### config.mk
export PLATFORM = sky130hd
export DESIGN_NAME = sha256_stream_hasher_flat
export DESIGN_NICKNAME = d
export VERILOG_FILES = /design/src/sv/sha_pkg.sv /design/src/sv/sha_if.sv /design/src/sv/sha_datapath.sv /design/src/sv/sha_ctrl.sv /design/src/sv/sha256_stream_hasher.sv /design/src/flat_wrapper.sv
export SDC_FILE = /design/constraint.sdc
export NUM_CORES = 2
export LEC_CHECK = 0
export BUFFER_PORTS_ARGS = -buffer_cell sky130_fd_sc_hd__buf_2
export CORE_AREA = 2 2 482 484
export CTS_CLUSTER_SIZE = 25
export DETAILED_ROUTE_END_ITERATION = 10
export DIE_AREA = 0 0 484 486
export SLEW_MARGIN = 5
export SYNTH_ARGS = -nofsm -noshare
export SYNTH_HDL_FRONTEND = slang
export SYNTH_HIERARCHICAL = 1
export SYNTH_SLANG_ARGS = --single-unit
### constraint.sdc
create_clock -name clk -period 37.9 [get_ports clk]
set_clock_uncertainty 0.15 [all_clocks]
set_input_delay 3.79 -clock clk [delete_from_list [all_inputs] [get_ports clk]]
set_output_delay 3.79 -clock clk [all_outputs]
set_load 0.02 [all_outputs]
### src/sv/sha_pkg.sv
package sha_pkg;

  typedef enum logic [2:0] {
    ST_IDLE,
    ST_PAD,
    ST_LEN,
    ST_COMP,
    ST_FOLD,
    ST_EMIT
  } sha_state_t;

  typedef struct packed {
    logic       wr_byte;
    logic [7:0] wr_data;
    logic       len_add;
    logic       len_clr;
    logic       cnt_clr;
    logic       comp_start;
    logic       round_en;
    logic       fold;
    logic       h_init;
    logic       len_latch;
    logic       len_wr;
  } sha_cmd_t;

  typedef struct packed {
    logic [5:0] count;
    logic [5:0] round;
  } sha_stat_t;

  localparam logic CMD_ABSORB = 1'b0;
  localparam logic CMD_FINISH = 1'b1;
  localparam logic [7:0] PAD_BYTE = 8'h80;

  localparam logic [31:0] INIT_H [8] = '{
    32'h6a09e667, 32'hbb67ae85, 32'h3c6ef372, 32'ha54ff53a,
    32'h510e527f, 32'h9b05688c, 32'h1f83d9ab, 32'h5be0cd19};

  localparam logic [31:0] ROUND_K [64] = '{
    32'h428a2f98, 32'h71374491, 32'hb5c0fbcf, 32'he9b5dba5, 32'h3956c25b, 32'h59f111f1,
    32'h923f82a4, 32'hab1c5ed5, 32'hd807aa98, 32'h12835b01, 32'h243185be, 32'h550c7dc3,
    32'h72be5d74, 32'h80deb1fe, 32'h9bdc06a7, 32'hc19bf174, 32'he49b69c1, 32'hefbe4786,
    32'h0fc19dc6, 32'h240ca1cc, 32'h2de92c6f, 32'h4a7484aa, 32'h5cb0a9dc, 32'h76f988da,
    32'h983e5152, 32'ha831c66d, 32'hb00327c8, 32'hbf597fc7, 32'hc6e00bf3, 32'hd5a79147,
    32'h06ca6351, 32'h14292967, 32'h27b70a85, 32'h2e1b2138, 32'h4d2c6dfc, 32'h53380d13,
    32'h650a7354, 32'h766a0abb, 32'h81c2c92e, 32'h92722c85, 32'ha2bfe8a1, 32'ha81a664b,
    32'hc24b8b70, 32'hc76c51a3, 32'hd192e819, 32'hd6990624, 32'hf40e3585, 32'h106aa070,
    32'h19a4c116, 32'h1e376c08, 32'h2748774c, 32'h34b0bcb5, 32'h391c0cb3, 32'h4ed8aa4a,
    32'h5b9cca4f, 32'h682e6ff3, 32'h748f82ee, 32'h78a5636f, 32'h84c87814, 32'h8cc70208,
    32'h90befffa, 32'ha4506ceb, 32'hbef9a3f7, 32'hc67178f2};

  function automatic logic [31:0] ror(input logic [31:0] x, input int n);
    ror = (x >> n) | (x << (32 - n));
  endfunction

endpackage

### src/sv/sha_if.sv
interface sha_in_if;
  logic       valid;
  logic       ready;
  logic       cmd;
  logic [7:0] data_byte;
  modport source (output valid, output cmd, output data_byte, input ready);
  modport sink (input valid, input cmd, input data_byte, output ready);
endinterface

interface sha_out_if;
  logic        valid;
  logic        ready;
  logic [31:0] digest_word;
  logic [2:0]  word_index;
  logic        last_word;
  modport source (output valid, output digest_word, output word_index, output last_word,
                  input ready);
  modport sink (input valid, input digest_word, input word_index, input last_word,
                output ready);
endinterface

### src/sv/sha_datapath.sv
module sha_datapath (
  input  logic               clk,
  input  logic               rst,
  input  sha_pkg::sha_cmd_t  cmd,
  output sha_pkg::sha_stat_t stat,
  input  logic [2:0]         rd_sel,
  output logic [31:0]        rd_word
);
  import sha_pkg::*;

  // block buffer as 16 big-endian words, one byte lane written per cycle
  logic [3:0][7:0] buf_w [16];
  logic [5:0]  count;
  logic [63:0] message_bits;
  logic [63:0] len_hold;
  logic [31:0] h [8];
  logic [31:0] v [8];
  logic [31:0] w [16];
  logic [5:0]  round;
  logic [31:0] w_cur, w_new, s0, s1, t1, t2, big0, big1, ch, maj;

  always_ff @(posedge clk) begin
    if (cmd.wr_byte) begin
      buf_w[count[5:2]][~count[1:0]] <= cmd.wr_data;
    end else if (cmd.len_wr) begin
      buf_w[count[5:2]][~count[1:0]] <= len_hold[63:56];
    end
  end

  always_ff @(posedge clk) begin
    if (cmd.len_latch) begin
      len_hold <= message_bits;
    end else if (cmd.len_wr) begin
      len_hold <= {len_hold[55:0], 8'h00};
    end
  end

  always_ff @(posedge clk) begin
    if (rst) begin
      count        <= '0;
      message_bits <= '0;
    end else begin
      if (cmd.cnt_clr) begin
        count <= '0;
      end else if (cmd.wr_byte || cmd.len_wr) begin
        count <= count + 6'd1;
      end
      if (cmd.len_clr) begin
        message_bits <= '0;
      end else if (cmd.len_add) begin
        message_bits <= message_bits + 64'd8;
      end
    end
  end

  // message schedule: 16-word window, rounds 0..15 read the buffer
  assign s0 = ror(w[1], 7) ^ ror(w[1], 18) ^ (w[1] >> 3);
  assign s1 = ror(w[14], 17) ^ ror(w[14], 19) ^ (w[14] >> 10);
  assign w_new = w[0] + s0 + w[9] + s1;
  assign w_cur = (round < 6'd16) ? buf_w[round[3:0]] : w_new;

  assign big1 = ror(v[4], 6) ^ ror(v[4], 11) ^ ror(v[4], 25);
  assign ch   = (v[4] & v[5]) ^ (~v[4] & v[6]);
  assign t1   = v[7] + big1 + ch + ROUND_K[round] + w_cur;
  assign big0 = ror(v[0], 2) ^ ror(v[0], 13) ^ ror(v[0], 22);
  assign maj  = (v[0] & v[1]) ^ (v[0] & v[2]) ^ (v[1] & v[2]);
  assign t2   = big0 + maj;

  always_ff @(posedge clk) begin
    if (rst) begin
      round <= '0;
    end else if (cmd.comp_start) begin
      round <= '0;
    end else if (cmd.round_en) begin
      round <= round + 6'd1;
    end
  end

  always_ff @(posedge clk) begin
    if (cmd.comp_start) begin
      v <= h;
    end else if (cmd.round_en) begin
      v[7] <= v[6]; v[6] <= v[5]; v[5] <= v[4]; v[4] <= v[3] + t1;
      v[3] <= v[2]; v[2] <= v[1]; v[1] <= v[0]; v[0] <= t1 + t2;
      for (int i = 0; i < 15; i++) begin
        w[i] <= w[i+1];
      end
      w[15] <= w_cur;
    end
  end

  always_ff @(posedge clk) begin
    if (rst || cmd.h_init) begin
      h <= INIT_H;
    end else if (cmd.fold) begin
      for (int i = 0; i < 8; i++) begin
        h[i] <= h[i] + v[i];
      end
    end
  end

  assign rd_word = h[rd_sel];
  assign stat.count = count;
  assign stat.round = round;
endmodule

### src/sv/sha_ctrl.sv
module sha_ctrl (
  input  logic               clk,
  input  logic               rst,
  input  logic               in_valid,
  output logic               in_ready,
  input  logic               in_cmd,
  input  logic [7:0]         in_byte,
  output logic               out_valid,
  input  logic               out_ready,
  output logic [2:0]         out_index,
  output sha_pkg::sha_cmd_t  cmd,
  input  sha_pkg::sha_stat_t stat
);
  import sha_pkg::*;

  sha_state_t state, state_next;
  logic       finishing;
  logic       final_block;
  logic [2:0] idx;
  logic       acc;

  assign acc = in_valid && in_ready;

  always_ff @(posedge clk) begin
    if (rst) begin
      state       <= ST_IDLE;
      finishing   <= 1'b0;
      final_block <= 1'b0;
      idx         <= '0;
    end else begin
      state <= state_next;
      if (acc) begin
        finishing   <= (in_cmd == CMD_FINISH);
        // pad byte lands at 55: length fits right behind it
        final_block <= (in_cmd == CMD_FINISH) && (stat.count == 6'd55);
      end
      if (state == ST_PAD && stat.count == 6'd55) begin
        final_block <= 1'b1;
      end
      if (state == ST_EMIT && out_ready) begin
        idx <= idx + 3'd1;
      end
    end
  end

  always_comb begin
    state_next = state;
    unique case (state)
      ST_IDLE: begin
        if (acc) begin
          if (stat.count == 6'd63) begin
            state_next = ST_COMP;
          end else if (in_cmd == CMD_FINISH) begin
            state_next = (stat.count == 6'd55) ? ST_LEN : ST_PAD;
          end
        end
      end
      ST_PAD: begin
        if (stat.count == 6'd55) begin
          state_next = ST_LEN;
        end else if (stat.count == 6'd63) begin
          state_next = ST_COMP;
        end
      end
      ST_LEN:  if (stat.count == 6'd63) state_next = ST_COMP;
      ST_COMP: if (stat.round == 6'd63) state_next = ST_FOLD;
      ST_FOLD: begin
        if (!finishing) begin
          state_next = ST_IDLE;
        end else if (final_block) begin
          state_next = ST_EMIT;
        end else begin
          state_next = ST_PAD;
        end
      end
      ST_EMIT: if (out_ready && idx == 3'd7) state_next = ST_IDLE;
      default: state_next = ST_IDLE;
    endcase
  end

  always_comb begin
    cmd       = '0;
    in_ready  = 1'b0;
    out_valid = 1'b0;
    unique case (state)
      ST_IDLE: begin
        in_ready       = 1'b1;
        cmd.wr_byte    = acc;
        cmd.wr_data    = (in_cmd == CMD_FINISH) ? PAD_BYTE : in_byte;
        cmd.len_add    = acc && (in_cmd == CMD_ABSORB);
        cmd.len_latch  = acc;
        cmd.comp_start = acc && stat.count == 6'd63;
      end
      ST_PAD: begin
        cmd.wr_byte    = 1'b1;
        cmd.wr_data    = 8'h00;
        cmd.comp_start = (stat.count == 6'd63);
      end
      ST_LEN: begin
        cmd.len_wr     = 1'b1;
        cmd.comp_start = (stat.count == 6'd63);
      end
      ST_COMP: cmd.round_en = 1'b1;
      ST_FOLD: cmd.fold = 1'b1;
      ST_EMIT: begin
        out_valid = 1'b1;
        if (out_ready && idx == 3'd7) begin
          cmd.h_init  = 1'b1;
          cmd.len_clr = 1'b1;
          cmd.cnt_clr = 1'b1;
        end
      end
      default: ;
    endcase
  end

  assign out_index = idx;
endmodule

### src/sv/sha256_stream_hasher.sv
// SHA-256 stream hasher: one message byte per absorb request.
// Absorb: every 64th byte starts a compression (64 rounds, fold) before the next byte.
// Finish: pads byte by byte, runs 1 or 2 compressions, then 8 digest words,
// one per cycle while the sink is ready.
// One item in flight; input ready only while the controller is idle.
// Reset (rst, synchronous): initial hash values, empty buffer, zero length.
module sha256_stream_hasher (
  input logic clk,
  input logic rst,
  sha_in_if.sink    in_ch,
  sha_out_if.source out_ch
);
  import sha_pkg::*;

  sha_cmd_t  cmd;
  sha_stat_t stat;
  logic [2:0] idx;
  logic [31:0] word;

  // Sequencer: absorb, padding, length, rounds, fold, digest emission.
  sha_ctrl u_ctrl (
    .clk(clk), .rst(rst),
    .in_valid(in_ch.valid), .in_ready(in_ch.ready),
    .in_cmd(in_ch.cmd), .in_byte(in_ch.data_byte),
    .out_valid(out_ch.valid), .out_ready(out_ch.ready),
    .out_index(idx), .cmd(cmd), .stat(stat)
  );

  // Block buffer, length counter, schedule window and round unit.
  sha_datapath u_dp (
    .clk(clk), .rst(rst), .cmd(cmd), .stat(stat),
    .rd_sel(idx), .rd_word(word)
  );

  assign out_ch.digest_word = word;
  assign out_ch.word_index  = idx;
  assign out_ch.last_word   = (idx == 3'd7);
endmodule
### src/flat_wrapper.sv
// flat-port wrapper written by rule: the top's interface ports become plain ports
module sha256_stream_hasher_flat import sha_pkg::*;
  (clk, rst, in_ch_valid, in_ch_cmd, in_ch_data_byte, in_ch_ready, out_ch_valid, out_ch_digest_word, out_ch_word_index, out_ch_last_word, out_ch_ready);
  sha_in_if in_ch_i ();
  sha_out_if out_ch_i ();
  input logic clk;
  input logic rst;
  input wire logic [$bits(in_ch_i.valid)-1:0] in_ch_valid;
  input wire logic [$bits(in_ch_i.cmd)-1:0] in_ch_cmd;
  input wire logic [$bits(in_ch_i.data_byte)-1:0] in_ch_data_byte;
  output wire logic [$bits(in_ch_i.ready)-1:0] in_ch_ready;
  output wire logic [$bits(out_ch_i.valid)-1:0] out_ch_valid;
  output wire logic [$bits(out_ch_i.digest_word)-1:0] out_ch_digest_word;
  output wire logic [$bits(out_ch_i.word_index)-1:0] out_ch_word_index;
  output wire logic [$bits(out_ch_i.last_word)-1:0] out_ch_last_word;
  input wire logic [$bits(out_ch_i.ready)-1:0] out_ch_ready;
  assign in_ch_i.valid = in_ch_valid;
  assign in_ch_i.cmd = in_ch_cmd;
  assign in_ch_i.data_byte = in_ch_data_byte;
  assign in_ch_ready = in_ch_i.ready;
  assign out_ch_valid = out_ch_i.valid;
  assign out_ch_digest_word = out_ch_i.digest_word;
  assign out_ch_word_index = out_ch_i.word_index;
  assign out_ch_last_word = out_ch_i.last_word;
  assign out_ch_i.ready = out_ch_ready;
  sha256_stream_hasher u_core (.clk(clk), .rst(rst), .in_ch(in_ch_i), .out_ch(out_ch_i));
endmodule
==> Implementation_results.wiki <==
{| class="wikitable"
! Metric !! Value
|-
| Type of element capturing the critical path || register
|-
| Number of instances resized during post-cts repair || 0
|-
| Number of synthesis warnings || 6
|-
| Final period utilization || 30.6%
|-
| Overall die height || between 400 and 500 um
|-
| Vias in the first global route || around 58000
|-
| Fraction of met3 tracks used by global routing || under 10%
|-
| Met2 track demand over resource in global routing || between 30% and 40%
|-
| Mean instance size in the synthesized netlist || 12.3 um2
|-
| Stage delay of the slowest cell on the critical path || 0.62 ns
|-
| Count of filler cells inserted in the layout || 20981
|-
| DR DRC count || 0
|-
| CTS sink cnt || 1682
|-
| Placed standard-cell area || 95200 um2
|-
| Number of flops mapped to enable cells by yosys || roughly 1300
|-
| Area of the multi-input gates || roughly 42000 um2
|-
| Skew-Pair Late Insertion Delay || 0.88 ns
|-
| Post-CTS Setup Repair Bufs || 0
|-
| Finished Cell Area || between 100000 and 150000 um2
|-
| Largest voltage drop on the vdd net || 0.0409 mV
|-
| Leading cell types in the layout, fill and taps excluded || 1341 x edfxtp_1, 503 x nor2_1, 479 x inv_1, 468 x nand2_1, 414 x ha_1
|-
| Vias post-DR || 60433
|-
| Minimum clock period || 11.59 ns
|-
| Wire length of the first global-routing pass || 390 mm
|-
| Ports || roughly 50
|-
| Yosys reg bits || 1682
|-
| Number of nets in the synthesized netlist || roughly 8100
|-
| Final hold violations || 0
|-
| Run status || complete, no violations
|-
| Core region area || 229000 um2
|-
| Iter 0 DRT Violations || 6030
|-
| Sequential-to-total area share from yosys stat || about half
|-
| Initial cell density of the core || approximately 40%
|-
| Synthesized instance count || 7481
|-
| Most repeated library cell on the critical path || inv_1
|-
| Routed length per instance || ~25 um
|-
| Number of antenna violations at the first check in global routing || 8
|-
| Number of antenna-violating nets in the routed design || 0
|-
| Flip-flop and latch area || between 40000 and 50000 um2
|-
| Aggregate global-route resource usage || 22.1%
|-
| Highest clock frequency the design can meet || ~86 MHz
|-
| Slowest cell on the critical path || o31ai_1
|-
| Worst hold-check path type || reg -> reg
|-
| WS Path Type || reg -> reg
|-
| Largest net degree at the start of global routing || 191
|-
| Fraction of layout instances using a drive strength above 1 || 13.7%
|-
| Async SR Flop Fraction || 0%
|-
| P_leak || 36.6 nW
|-
| Slew @ Worst Pin || 1.37 ns
|-
| Die area || roughly 240000 um2
|-
| Final setup violation count || 0
|-
| Die Wd || ~480 um
|-
| GR Util met1 || about a third
|-
| Total global routing overflow || 0
|-
| Synth-to-Final Area Change || 10.6%
|-
| Number of detailed-route iterations in the first pass || 5
|-
| Mapped cell area || 91700 um2
|-
| Max-capacitance violation count || 0
|-
| Final RePlAce weighted congestion || 0.942
|-
| Hold-fix buffers at CTS || 0
|-
| Clock input transition at the sequential cells of the worst setup and hold paths || roughly 0.060 ns
|-
| TritonCTS buffer count || 181
|-
| FF-to-FF setup slack || 26.31 ns
|-
| # rows || approximately 180
|-
| Element type at the critical path start || register
|-
| RSZ-0062 raised after global routing || false
|-
| CTS tree || built
|-
| Largest driver fanout on the critical path || 4
|-
| Drt total wl || 264 mm
|-
| GRT busiest layer || met2
|-
| Final count of pins violating max slew || 0
|-
| Max-Slew Margin vs Limit || 6.98%
|-
| Half-perimeter wire length of the detailed placement result || between 150 and 200 mm
|-
| CP required || 38.31 ns
|-
| Number of buffers on the longest clock path || 3
|-
| Post-Route Setup TNS || 0 ns
|-
| Data arrival time of the critical path || around 12 ns
|-
| Unique masters post-synth || 100
|-
| Most common flop cell mapped by yosys || edfxtp_1
|-
| Buffer type at the clock tree root || clkbuf_16
|-
| Power per standard cell area || 42.1 nW/um2
|-
| Number of nets in the final layout || between 8000 and 9000
|-
| Buffers on Ports || 50
|-
| Ratio of routed vias to standard cells || 5.66
|-
| Most common library cell in the layout ignoring fill and taps || edfxtp_1
|-
| H-tree depth || 4
|}
==> where the power goes <==
| group | total [mW] | internal, mW | switching [mW] |
|---|---|---|---|
| clock | 1.80 | 1.03 | 0.770 |
| sequential | 2.01 | 2.01 | 0.00438 |
| combinational | 0.453 | 0.182 | 0.271 |
| total | 4.27 | 3.23 | 1.05 |
==> per-stage QoR <==
step	hold slack [ns]	utilization, %	total power [mW]	std cells	worst slack, ns
after floorplan	0.250	-	2.38	7481	9.30
after global placement	0.250	41.5	2.49	10331	26.62
after detailed placement	0.255	41.5	2.50	10331	26.58
after CTS	0.218	44.2	4.31	10665	26.43
after global routing	0.221	44.2	4.44	10666	25.68
final	0.235	44.2	4.27	10670	26.31
==> per-layer routing <==
metal | part of all wire, % | wire length, um
met2 | 44 | 117000
met4 | 2.0 | 5370
met1 | 47 | 123000
met5 | 0.0045 | 12
met3 | 6.9 | 18200
==> cells in the mapped netlist, types with 40 or more instances <==
library cell	instances	share of area, %
xor2_1	219	2.1
and2_1	46	0.31
nor2b_1	61	0.42
xnor2_1	382	3.6
nand3_1	134	0.73
dfxtp_1	341	7.4
o211ai_1	40	0.33
buf_1	44	0.18
inv_1	482	2.0
or3_1	48	0.33
a211oi_1	55	0.45
o21ai_0	376	2.1
o21bai_1	41	0.34
ha_1	414	5.7
nand2_1	468	1.9
a21oi_1	407	2.2
o21a_1	62	0.51
nor2_1	506	2.1
edfxtp_1	1341	44
nor3_1	88	0.48
mux4_2	233	5.7
clkbuf_1	258	1.1
fa_1	197	4.3
a21o_1	217	1.8
nand4_1	47	0.32
mux2i_1	103	1.1
mux2_2	349	4.3
and3_1	51	0.35
nand2b_1	60	0.41
==> path summary, 6_finish.rpt <==
kind	startpoint	endpoint	depth (start not counted)
max	u_core/u_dp/w[0][41]	u_core/u_dp/v[255]	44
min	u_core/u_dp/w[0][207]	u_core/u_dp/w[0][175]	0
max reg2reg	u_core/u_dp/w[0][41]	u_core/u_dp/v[255]	44
min reg2reg	u_core/u_dp/w[0][207]	u_core/u_dp/w[0][175]	0
==> cell type report <==
cell class	instances	share of cell area, %
Clock inverter	93	1.21
Sequential cell	1682	46.5
Clock buffer	241	4.82
Antenna cell	5	0.0123
Inverter	487	1.81
Timing Repair Buffer	135	0.926
Multi-Input combinational cell	5001	41.0
Tap cell	3026	3.74
==> sequential cells by signal (all words and copies together), names as in the netlist, named ones only <==
name and cells:
u_core/u_ctrl/final_block 1, u_core/u_ctrl/state 3, u_core/u_dp/v 256, u_core/u_ctrl/finishing 1, u_core/u_dp/w 512, u_core/u_ctrl/out_index 3, u_core/u_dp/round 6, u_core/u_dp/h 256
u_core/u_dp/message_bits 61, u_core/u_dp/len_hold 61, u_core/u_dp/count 6, u_core/u_dp/buf_w 512
==> logic make-up (layout without fill, tap and decap cells) <==
group / count (synthesis) / after routing / synth area share [%]
DFF: 1682 / 1682 / 51.4
buffers and inverters: 798 / 956 / 3.33
muxes: 685 / 685 / 11.1
other: 0 / 5 / 0
adders and majority gates: 616 / 616 / 10.0
AOI/OAI and AO/OA: 1500 / 1500 / 10.3
xor gates and xnor gates: 601 / 601 / 5.74
and+or+nand+nor: 1599 / 1599 / 8.09
==> critical path: cells and delay by family (launching register included) <==
family          cells  cell delay, ns
fa+ha+maj           9            3.73
xor+xnor            5            1.13
simple gates        5            0.80
mux                 1            0.22
buf+inv             7            0.39
compound gates     17            4.35
flops               1            0.48
Power figures use the tool's default switching activity.
